File: src/assert_macros.svh
// Assertion macros shared by the RTL files.
`ifndef ASSERT_MACROS_SVH
`define ASSERT_MACROS_SVH
`ifndef SYNTHESIS
`define ASSERT_CLK(label, clk, rst_n, prop) \
	label: assert property (@(posedge clk) disable iff (!rst_n) prop) \
	else $error("assertion failed");
`define ASSERT_NEVER(label, clk, rst_n, cond) \
	label: assert property (@(posedge clk) disable iff (!rst_n) !(cond)) \
	else $error("forbidden condition");
`else
`define ASSERT_CLK(label, clk, rst_n, prop)
`define ASSERT_NEVER(label, clk, rst_n, cond)
`endif
`endif

File: src/oaht_pkg.sv
// Shared types, constants and helpers of the open-addressing hash table.
package oaht_pkg;
	localparam int CAPACITY_DEF   = 1024;
	localparam int KEY_BYTES_DEF  = 8;
	localparam int VALUE_BITS_DEF = 32;
	localparam int QUEUE_DEPTH    = 2;

	localparam logic [63:0] HASH_MULT = 64'd431;

	localparam logic [10:0] MAX_USAGE_RST  = 11'd716;
	localparam logic [10:0] MAX_PROBES_RST = 11'd1024;

	typedef enum logic [1:0] {
		OP_LOOKUP = 2'd0,
		OP_INSERT = 2'd1,
		OP_UPDATE = 2'd2,
		OP_REMOVE = 2'd3
	} op_t;

	typedef enum logic [1:0] {
		ST_DONE  = 2'd0,
		ST_MISS  = 2'd1,
		ST_FULL  = 2'd2,
		ST_LIMIT = 2'd3
	} status_t;

	localparam logic [1:0] MARK_EMPTY = 2'd0;
	localparam logic [1:0] MARK_LIVE  = 2'd1;
	localparam logic [1:0] MARK_TOMB  = 2'd2;

	localparam logic REG_MAX_USAGE  = 1'b0;
	localparam logic REG_MAX_PROBES = 1'b1;

	// Sign-extended byte i of the key, plus one.
	function automatic logic [63:0] hash_term(input logic [63:0] key, input logic [2:0] idx);
		logic [7:0] b;
		b = key[{idx, 3'b000} +: 8];
		return {{56{b[7]}}, b} + 64'd1;
	endfunction
endpackage

File: src/oaht_front.sv
// Front end: accepts requests, hashes the key one byte a cycle, queues jobs.
module oaht_front #(
	parameter int KEY_BYTES  = 8,
	parameter int VALUE_BITS = 32
) (
	input  logic                   clk,
	input  logic                   arst_n,
	input  logic                   in_valid,
	output logic                   in_ready,
	input  logic [1:0]             operation,
	input  logic [63:0]            key,
	input  logic [31:0]            value,
	output logic                   job_valid,
	input  logic                   job_ready,
	output logic [1:0]             job_op,
	output logic [8*KEY_BYTES-1:0] job_key,
	output logic [VALUE_BITS-1:0]  job_val,
	output logic [63:0]            job_code
);
	import oaht_pkg::*;

	localparam int KW  = 8 * KEY_BYTES;
	localparam int JW  = 2 + KW + VALUE_BITS + 64;
	localparam int QAW = $clog2(QUEUE_DEPTH);

	typedef enum logic { H_IDLE, H_RUN } hstate_t;

	hstate_t          state_q;
	logic [2:0]       byte_q;
	logic [63:0]      code_q;
	logic [1:0]       op_q;
	logic [KW-1:0]    key_q;
	logic [VALUE_BITS-1:0] val_q;
	logic [63:0]      sum;
	logic [63:0]      prod;

	logic [JW-1:0]    fifo_q [QUEUE_DEPTH];
	logic [QAW-1:0]   wp_q, rp_q;
	logic [QAW:0]     cnt_q;
	logic             push, pop, last;

	assign sum  = code_q + hash_term({{(64-KW){1'b0}}, key_q}, byte_q);
	assign prod = sum * HASH_MULT;
	assign last = (byte_q == 3'(KEY_BYTES - 1));
	assign push = (state_q == H_RUN) && last;
	assign pop  = job_valid && job_ready;
	assign in_ready = (state_q == H_IDLE);

	always_ff @(posedge clk or negedge arst_n) begin
		if (!arst_n) begin
			state_q <= H_IDLE;
			byte_q  <= '0;
		end else begin
			case (state_q)
				H_IDLE: begin
					if (in_valid) begin
						state_q <= H_RUN;
						byte_q  <= '0;
					end
				end
				H_RUN: begin
					if (last) begin
						if (cnt_q < (QAW+1)'(QUEUE_DEPTH) || pop) begin
							state_q <= H_IDLE;
						end
					end else begin
						byte_q <= byte_q + 3'd1;
					end
				end
				default: state_q <= H_IDLE;
			endcase
		end
	end

	logic push_ok;
	assign push_ok = push && (cnt_q < (QAW+1)'(QUEUE_DEPTH) || pop);

	always_ff @(posedge clk) begin
		if (state_q == H_IDLE && in_valid) begin
			op_q   <= operation;
			key_q  <= key[KW-1:0];
			val_q  <= value[VALUE_BITS-1:0];
			code_q <= '0;
		end else if (state_q == H_RUN && !last) begin
			code_q <= prod;
		end
		if (push_ok) begin
			fifo_q[wp_q] <= {op_q, key_q, val_q, prod};
		end
	end

	always_ff @(posedge clk or negedge arst_n) begin
		if (!arst_n) begin
			wp_q  <= '0;
			rp_q  <= '0;
			cnt_q <= '0;
		end else begin
			if (push_ok) wp_q <= (wp_q == QAW'(QUEUE_DEPTH-1)) ? '0 : wp_q + 1'b1;
			if (pop)     rp_q <= (rp_q == QAW'(QUEUE_DEPTH-1)) ? '0 : rp_q + 1'b1;
			cnt_q <= cnt_q + (QAW+1)'(push_ok) - (QAW+1)'(pop);
		end
	end

	assign job_valid = (cnt_q != '0);
	assign {job_op, job_key, job_val, job_code} = fifo_q[rp_q];

	`include "assert_macros.svh"
	`ASSERT_NEVER(a_queue_over, clk, arst_n, cnt_q > (QAW+1)'(QUEUE_DEPTH))
	`ASSERT_CLK(a_push_room, clk, arst_n, (push && cnt_q == (QAW+1)'(QUEUE_DEPTH) && !pop) |=> (state_q == H_RUN))
	`ASSERT_CLK(a_take_idle, clk, arst_n, (in_valid && in_ready) |=> (state_q == H_RUN))
endmodule

File: config.mk
export PLATFORM = sky130hd
export DESIGN_NAME = oaht_front
export DESIGN_NICKNAME = d
export VERILOG_FILES = /design/src/oaht_pkg.sv /design/src/oaht_front.sv
export VERILOG_INCLUDE_DIRS = /design/src /design/src/src
export SDC_FILE = /design/constraint.sdc
export NUM_CORES = 1
export LEC_CHECK = 0
export BUFFER_PORTS_ARGS = -buffer_cell sky130_fd_sc_hd__buf_2
export CAP_MARGIN = 20
export CORE_ASPECT_RATIO = 1.5
export CORE_MARGIN = 2
export CORE_UTILIZATION = 40
export DETAILED_ROUTE_END_ITERATION = 10
export GPL_ROUTABILITY_DRIVEN = 0
export GPL_TIMING_DRIVEN = 0
export SYNTH_ARGS = -nofsm -noshare
export SYNTH_HDL_FRONTEND = slang
export SYNTH_SLANG_ARGS = --single-unit
File: constraint.sdc
create_clock -name clk -period 19.37 [get_ports clk]
set_input_delay 0.9685 -clock clk [delete_from_list [all_inputs] [get_ports clk]]
set_output_delay 0.9685 -clock clk [all_outputs]
set_load 0.01 [all_outputs]
After elaboration in Yosys (flattened, before gate mapping)
Memories as Yosys holds them, arrays and structs flattened. Index checks and enable logic that the tools add are counted. Widths: inputs -> output; s select.

Flip-flop bits (word level): 170. Bits in latches: 0. Bits in writable memories: 324. Memory bits (read-only): 0. Input port bits: 102. Output and inout port bits: 164. Logic and storage cells: 44. Memories kept: 1.

Memories: fifo_q (depth 2, width 162, read ports 1, clocked after memory_dff 0, write ports 1, line oaht_front.sv:37) `logic [JW-1:0] fifo_q [QUEUE_DEPTH];`.

Add/subtract/negate cells: 7. Multiply operators: 1. Divide/modulo/power cells: 0. Magnitude comparators: 1. Equality and inequality tests: 3. Shifts and indexed selects: 1. Multiplexer cells: 11. Bitwise operators: 1. Reductions and logical operators: 9.

Operators by type and width (number): $add 64x64->64 (1); $mul 64x9->64 const B (1); $shiftx 64x7->8 (1); $add 8x2->9 const B (1); $mux 1 (7); $mux 3 (2); $pmux 3 s2 (1); $logic_and 1x1->1 (5); $ne 2x2->1 const B (2); $add 3x1->3 const B (1); $eq 3x3->1 const B (1); $add 1x1->1 const B (2); $add 2x1->2 (1); $lt 2x2->1 const B (1); $pmux 1 s2 (1); $reduce_and 2->1 (1); $reduce_bool 2->1 (1); $sub 2x1->2 (1); $logic_not 1->1 (1); $logic_or 1x1->1 (1); $not 1->1 (1).

Longest topological paths before layout
Gate-level depths: netlist of the first run.

Depth in word-level cells: 6. Mapped depth: 44. Depth with buffers taken out: 40.

Worst setup path after synthesis of the first run
OpenSTA, ideal clock, no wires.

Path type: reg-to-reg. From: register byte_q[0]. To: register code_q[63]. Library setup time: 117 ps. Arrival time: 11628 ps. Data required time: 19253 ps. Path slack: 7625 ps. Cell stages (with the launch flop): 41. Buffers on the path: 2. Period minus slack after synthesis: 11745 ps. Path through: dfrtp_1 -> clkbuf_1 -> buf_2 -> mux4_2 -> mux2_2 -> ha_1 -> nand4_1 -> nor3_1 -> nor2_1 -> ha_1 -> and4_1 -> o2bb2ai_1 -> a31o_2 -> a21oi_1 -> o21ai_1 -> a31oi_1 -> o21ai_1 -> a21o_1 -> [... 5 more ...] -> fa_1 -> inv_1 -> fa_1 -> fa_1 -> inv_1 -> ha_1 -> nand4_1 -> nor2_1 -> a311oi_1 -> o21ai_0 -> nor2_1 -> o32a_1 -> a31oi_1 -> nor3_1 -> o41ai_1 -> a21oi_1 -> xnor3_1 -> a22o_1.

Word-level cells in the longest chain between the ends: 4. Elaborated cells between the ends (all ways): 7. Those cells by class: add/sub (2); mul (1); eq/ne (1); shift (1); reduce/logical (2).

Ends and longest elaborated chain: start, declared (line oaht_front.sv:29) `logic [2:0] byte_q;`; start signal, assigned (line oaht_front.sv:67) `byte_q <= byte_q + 3'd1;`; $shiftx 64x7->8 (line oaht_pkg.sv:37) `b = key[{idx, 3'b000} +: 8];`; $add 8x2->9 (line oaht_pkg.sv:38) `return {{56{b[7]}}, b} + 64'd1;`; $add 64x64->64 (line oaht_front.sv:42) `assign sum = code_q + hash_term({{(64-KW){1'b0}}, key_q}, byte_q);`; $mul 64x9->64 (line oaht_front.sv:43) `assign prod = sum * HASH_MULT;`; via prod[63] (line oaht_front.sv:35) `logic [63:0] prod;`; end signal, assigned (line oaht_front.sv:85) `code_q <= prod;`; end, declared (line oaht_front.sv:30) `logic [63:0] code_q;`.

The timed path passes the listed nets, and every way through them passes these cells. A chain may end at the register's enable or synchronous reset.

Worst setup path in the final report of the first run
Ends and elaborated chain as after synthesis.

==> results of run 1 <==
-- Yosys cell counts (54+ instances only) --
cell | n | area share [%]
inv_1 | 574 | 6.4
edfxtp_1 | 422 | 38
fa_1 | 276 | 16
ha_1 | 247 | 9.2
mux2_2 | 170 | 5.7
a21oi_1 | 130 | 1.9
nand2_1 | 109 | 1.2
xnor2_1 | 94 | 2.4
xor2_1 | 72 | 1.9
a21o_1 | 67 | 1.5
a22o_1 | 66 | 1.7
clkbuf_1 | 65 | 0.72
dfxtp_1 | 64 | 3.8
nor2_1 | 63 | 0.70
o21ai_0 | 54 | 0.80
-- kinds of logic after synthesis --
family | after synthesis | synth area share [%]
xor gates and xnor gates | 168 | 4.44
DFF | 494 | 41.9
AOI/OAI and AO/OA | 463 | 9.29
adders and majority gates | 523 | 25.5
muxes | 190 | 6.86
buffers and inverters | 647 | 7.22
and+or+nand+nor | 332 | 4.75
-- metal layers --
| layer | wire length (um) | share of wire, % | track usage, % |
|---|---|---|---|
| met1 | 33000 | 38 | 23.0 |
| met2 | 44900 | 52 | 37.0 |
| met3 | 4530 | 5.3 | 3.01 |
| met4 | 3380 | 3.9 | 7.00 |
| met5 | 0 | 0 | 0 |
-- sequential cells by signal (all words and copies together), names as in the netlist --
| name | count |
|---|---|
| byte_q | 3 |
| cnt_q | 2 |
| code_q | 64 |
| fifo_q | 324 |
| key_q | 64 |
| op_q | 2 |
| rp_q | 1 |
| state_q | 1 |
| val_q | 32 |
| wp_q | 1 |
-- area by class of cell --
cell class / count / area, um2
clock inverter: 22 / 289
multi-input combinational: 1676 / 17200
buffer: 73 / 284
tap: 1122 / 1400
fill: 7729 / 45200
timing repair buffer: 285 / 1700
sequential: 494 / 14200
antenna: 6 / 15.0
clock buffer: 67 / 1390
inverter: 574 / 2150
-- worst max-delay path: cells and delay by family (launching register included) --
kind / cells / cell delay (ns)
buf+inv: 8 / 2.09
flops: 1 / 0.34
compound gates: 15 / 3.93
mux: 2 / 0.94
xor+xnor: 2 / 1.08
simple gates: 7 / 1.48
fa+ha+maj: 7 / 2.93
-- worst paths after layout --
path	slack, ns	to
max in group asynchronous	19.00	wp_q$_DFFE_PN0P_
worst min-delay path	0.17	state_q$_DFF_PN0_
worst min register to register	0.44	fifo_q[1][73]$_DFFE_PP_
min in group clk	0.44	fifo_q[1][73]$_DFFE_PP_
worst max register to register	6.41	code_q[63]$_SDFFE_PP0P_
worst max-delay path	6.41	code_q[63]$_SDFFE_PP0P_
-- through the flow --
| stage | cell area (um2) | util (%) |
|---|---|---|
| finish | 38600 | 46.1 |
| global route | 38600 | 46.1 |
| CTS | 38600 | 46.0 |
| detailed placement | 36900 | 44.0 |
| global placement | 36500 | 43.6 |
| floorplan | 33800 | - |
==> flow_summary_export.csv, run 1 <==
group,metric,value,unit
clocking,insertion_delay,0.63,ns
clocking,cts_tree,"done",
sta,fin_crit,12.96,ns
clocking,cts.path.max_buffers,3,
synth,syn-num-nets,3442,
sta,final_max_slew_viol_count,0,
layout,syn_to_final_growth,14.3,%
worst_setup_path,r2r_cells,41,
clocking,cts_setup_buffers,0,
sta,rsz0062_at_grt,"no",
worst_setup_path,crit_fanout,37,
synth,yosysWarnings,0,
synth,async_flop_share,1.62,%
floorplanning,io_pins,266,
drt,vias_per_cell,5.05,
synth,ys_ff_latch,494,
sta,worst_pin_slew,1.10,ns
sta,tns,0,ns
worst_setup_path,slowest_delay,0.63,ns
floorplanning,die_x,241,um
sta,fin_hold_ws,0.171,ns
clocking,cts.clk_slew.worst_paths,0.06,ns
drt,initialDrtViolationCount,1109,
drt,vias,21826,
synth,synthDistinctLibCells,72,
global_routing,overflow,0,
floorplanning,die-area,0.0868,mm2
sta,max_freq,77.2,MHz
global_routing,grt_usage,20.0,%
layout,layout_commonest_cell,"inv_1",
global_routing,grt_pass1_vias,23003,
hold_path,min_path_type,"input pin to async pin",
floorplanning,initial_utilization,40.3,%
placement,pre_cts_ws,6.43,ns
drt,wl_per_cell,19.9,um
worst_setup_path,cp.required,19.87,ns
worst_setup_path,worstSetupPathType,"flop to flop",
layout,final_cells,4319,
drt,first_pass_iters,5,
clocking,cts.sinks,494,
sta,slew_headroom,26.4,%
sta,hold_viol,0,
outcome,status,"completed",
layout,drive_gt1_share,17.9,%
synth,synth_ff_type,"edfxtp_1",
clocking,cts_resized,0,
placement,place_inst,4223,
floorplanning,core,0.0838,mm2
sta,post-route-period-util,66.9,%
synth,netlist_area,0.0338,mm2
drt,antenna_left,0,
placement,port_buffers,265,
synth,synthCells,2817,
synth,ys_seq_area_share,41.9,%
floorplanning,die_h,360,um
worst_setup_path,cp.arrival,13.46,ns
drt,drc,0,
worst_setup_path,worst_setup_path_start_kind,"flop",
synth,syn_avg_cell_area,12.0,um2
global_routing,grt_pass1_wl,132000,um
flow_run,maxCapViolations,0,
clocking,root_buffer,"clkbuf_16",
worst_setup_path,r2r-start,"byte_q[0]$_DFFE_PN0P_",
worst_setup_path,crit_start,"byte_q[0]$_DFFE_PN0P_",
sta,setup_slack,6.41,ns
worst_setup_path,slowest_stage,"clkbuf_1",
synth,synth_edf_count,422,
layout,fin_nets,3779,
floorplanning,rows,130,
layout,most-common-layout-cells,"inv_1 (574), edfxtp_1 (422), fa_1 (276), buf_2 (270), ha_1 (247)",
clocking,cts-htree-levels,2,
sta,skew,0.0389,ns
clocking,postCtsHoldBufs,0,
sta,finalSetupViolations,0,
worst_setup_path,worstSetupEndpointType,"flop",
global_routing,grt_antenna_before_repair,9,
drt,drt-total-wl,85800,um
placement,hpwlAfterDp,69100,um
global_routing,grt_max_degree,38,
clocking,numCtsBuffers,50,
Power of run 1 is left out: the tool's default activity adds up to more than one toggle a clock period on the data nets, which glitch-free logic cannot reach.
==> run 2, diff against run 1 <==
Clock period 19.37 ns to 11.6 ns, I/O delays scaled along.
==> run 2 against run 1 <==
Net effect: setup slack got worse by 5.9 ns; register-to-register slack got worse by 5.9 ns; global-route usage decreased by 0.24 points; clock-buffer cell count decreased by 7.
==> flow_summary_export.csv, run 2 (same netlist as run 1, synthesis figures left out) <==
group,metric,value,unit
floorplanning,core,0.0838,mm2
drt,initialDrtViolationCount,1083,
clocking,insertion_delay,0.64,ns
worst_setup_path,r2r-end,"code_q[63]$_SDFFE_PP0P_",
sta,final_max_slew_viol_count,0,
drt,vias_per_cell,5.05,
layout,reg_top3,"fifo_q x324, code_q x64, key_q x64",
worst_setup_path,worstSetupEndpointType,"flop",
worst_setup_path,r2r_cells,41,
global_routing,grt_max_degree,29,
flow_run,maxCapViolations,0,
global_routing,grt_pass1_wl,131000,um
placement,place_inst,4229,
floorplanning,die_h,360,um
worst_setup_path,slowest_stage,"mux4_2",
drt,drt-total-wl,84800,um
clocking,numCtsBuffers,51,
clocking,cts.clk_slew.worst_paths,0.07,ns
layout,layout_commonest_cell,"inv_1",
clocking,cts_tree,"done",
sta,setup_slack,0.486,ns
drt,wl_per_cell,19.6,um
clocking,cts-htree-levels,2,
sta,fin_hold_ws,0.109,ns
layout,regMostFlops,"fifo_q",
sta,slew_headroom,25.3,%
clocking,root_buffer,"clkbuf_16",
global_routing,overflow,0,
worst_setup_path,r2r_setup_slack,0.49,ns
sta,skew,0.0425,ns
placement,pre_cts_ws,-1.51,ns
layout,drive_gt1_share,19.3,%
placement,port_buffers,265,
worst_setup_path,cp.required,12.13,ns
sta,tns,0,ns
global_routing,grt_usage,19.7,%
sta,finalSetupViolations,0,
hold_path,min_from,"value[9]",
drt,vias,21868,
outcome,status,"completed",
layout,largest_reg_flops,324,
layout,fin_nets,3794,
clocking,cts.path.max_buffers,3,
sta,post-route-period-util,95.8,%
worst_setup_path,r2r-start,"byte_q[0]$_DFFE_PN0P_",
worst_setup_path,slowest_delay,0.58,ns
drt,first_pass_iters,5,
floorplanning,die_x,241,um
worst_setup_path,crit_top_cell,"ha_1",
sta,max_freq,90.0,MHz
worst_setup_path,worstSetupPathType,"flop to flop",
drt,drc,0,
hold_path,hold_depth,1,
worst_setup_path,crit_fanout,25,
global_routing,grt_antenna_before_repair,4,
placement,hpwlAfterDp,68200,um
floorplanning,initial_utilization,40.3,%
sta,fin_crit,11.11,ns
floorplanning,rows,130,
worst_setup_path,worst_setup_path_start_kind,"flop",
clocking,cts.sinks,494,
layout,final_cells,4333,
worst_setup_path,cp.arrival,11.64,ns
layout,most-common-layout-cells,"inv_1 (574), edfxtp_1 (422), fa_1 (276), buf_2 (271), ha_1 (247)",
global_routing,grt_pass1_vias,23210,
hold_path,hold_end,"val_q[9]$_DFFE_PP_",
floorplanning,io_pins,266,
drt,antenna_left,0,
layout,syn_to_final_growth,15.7,%
floorplanning,die-area,0.0868,mm2
sta,hold_viol,0,
hold_path,min_path_type,"input pin to flop",
sta,worst_pin_slew,1.12,ns
run 2: cell types whose count changed in the layout (fill, tap and decap cells not counted), moves of 4 or more:
cell      delta
xor2_1      -14
diode_2      -5
xor2_2      +10
buf_4        +7
buf_16       +8
clkbuf_8     -7
inv_6        +5
xor2_4       +4
buf_12       -4
clkinv_2     +4
run 2: how the worst max path moves through the flow:
stage                                from                      end  depth (start not counted)
CTS                 byte_q[0]$_DFFE_PN0P_  code_q[63]$_SDFFE_PP0P_                         41
detailed placement  byte_q[0]$_DFFE_PN0P_  code_q[63]$_SDFFE_PP0P_                         43
global route        byte_q[0]$_DFFE_PN0P_  code_q[63]$_SDFFE_PP0P_                         43
floorplan           byte_q[0]$_DFFE_PN0P_  code_q[63]$_SDFFE_PP0P_                         40
global placement    byte_q[0]$_DFFE_PN0P_  code_q[63]$_SDFFE_PP0P_                         41
finish              byte_q[0]$_DFFE_PN0P_  code_q[63]$_SDFFE_PP0P_                         41
run 2: critical path, delay by kind of cell, from the launching register on:
family / cells / cell delay [ns]
DFF: 1 / 0.35
and+or+nand+nor: 12 / 1.80
adders and majority gates: 7 / 2.69
muxes: 2 / 0.92
buffers and inverters: 7 / 1.29
AOI/OAI and AO/OA: 10 / 2.73
xor gates and xnor gates: 3 / 1.16
run 2: cell type report:
type / instances / area [um2]
repair buffers: 299 / 1930
clock buffers: 60 / 1310
fillers: 7671 / 44700
inverters: 574 / 2150
clock inverters: 34 / 359
flip-flops and latches: 494 / 14200
diodes: 1 / 2.50
plain buffers: 73 / 297
well taps: 1122 / 1400
multi-input cells: 1676 / 17400
run 2: timing repair:
action | 4_1_cts | 5_1_grt
hold buffers | 1 | 0
hold endpoints to repair | 8 | 0
setup endpoints to repair | 75 | 25
gates resized for setup | 18 | 21
pin swaps | 1 | 0
setup buffers | 1 | 5
gates cloned | 0 | 0
run 2: routing by layer:
metal / part of all wire (%) / routed length, um / up-vias / track usage, %
li1: - / - / 10315 / -
met3: 5.0 / 4220 / 125 / 3.01
met1: 40 / 33900 / 10965 / 23.5
met4: 2.8 / 2400 / 4 / 5.17
met5: 0.034 / 29 / - / 0
met2: 52 / 44300 / 459 / 36.5
run 2: stage by stage:
step	area [um2]	util, %
detailed placement	37000	44.2
CTS	38800	46.4
floorplan	33800	-
global route	39000	46.6
finish	39000	46.6
global placement	36500	43.6
Power of run 2 is left out for the same reason.
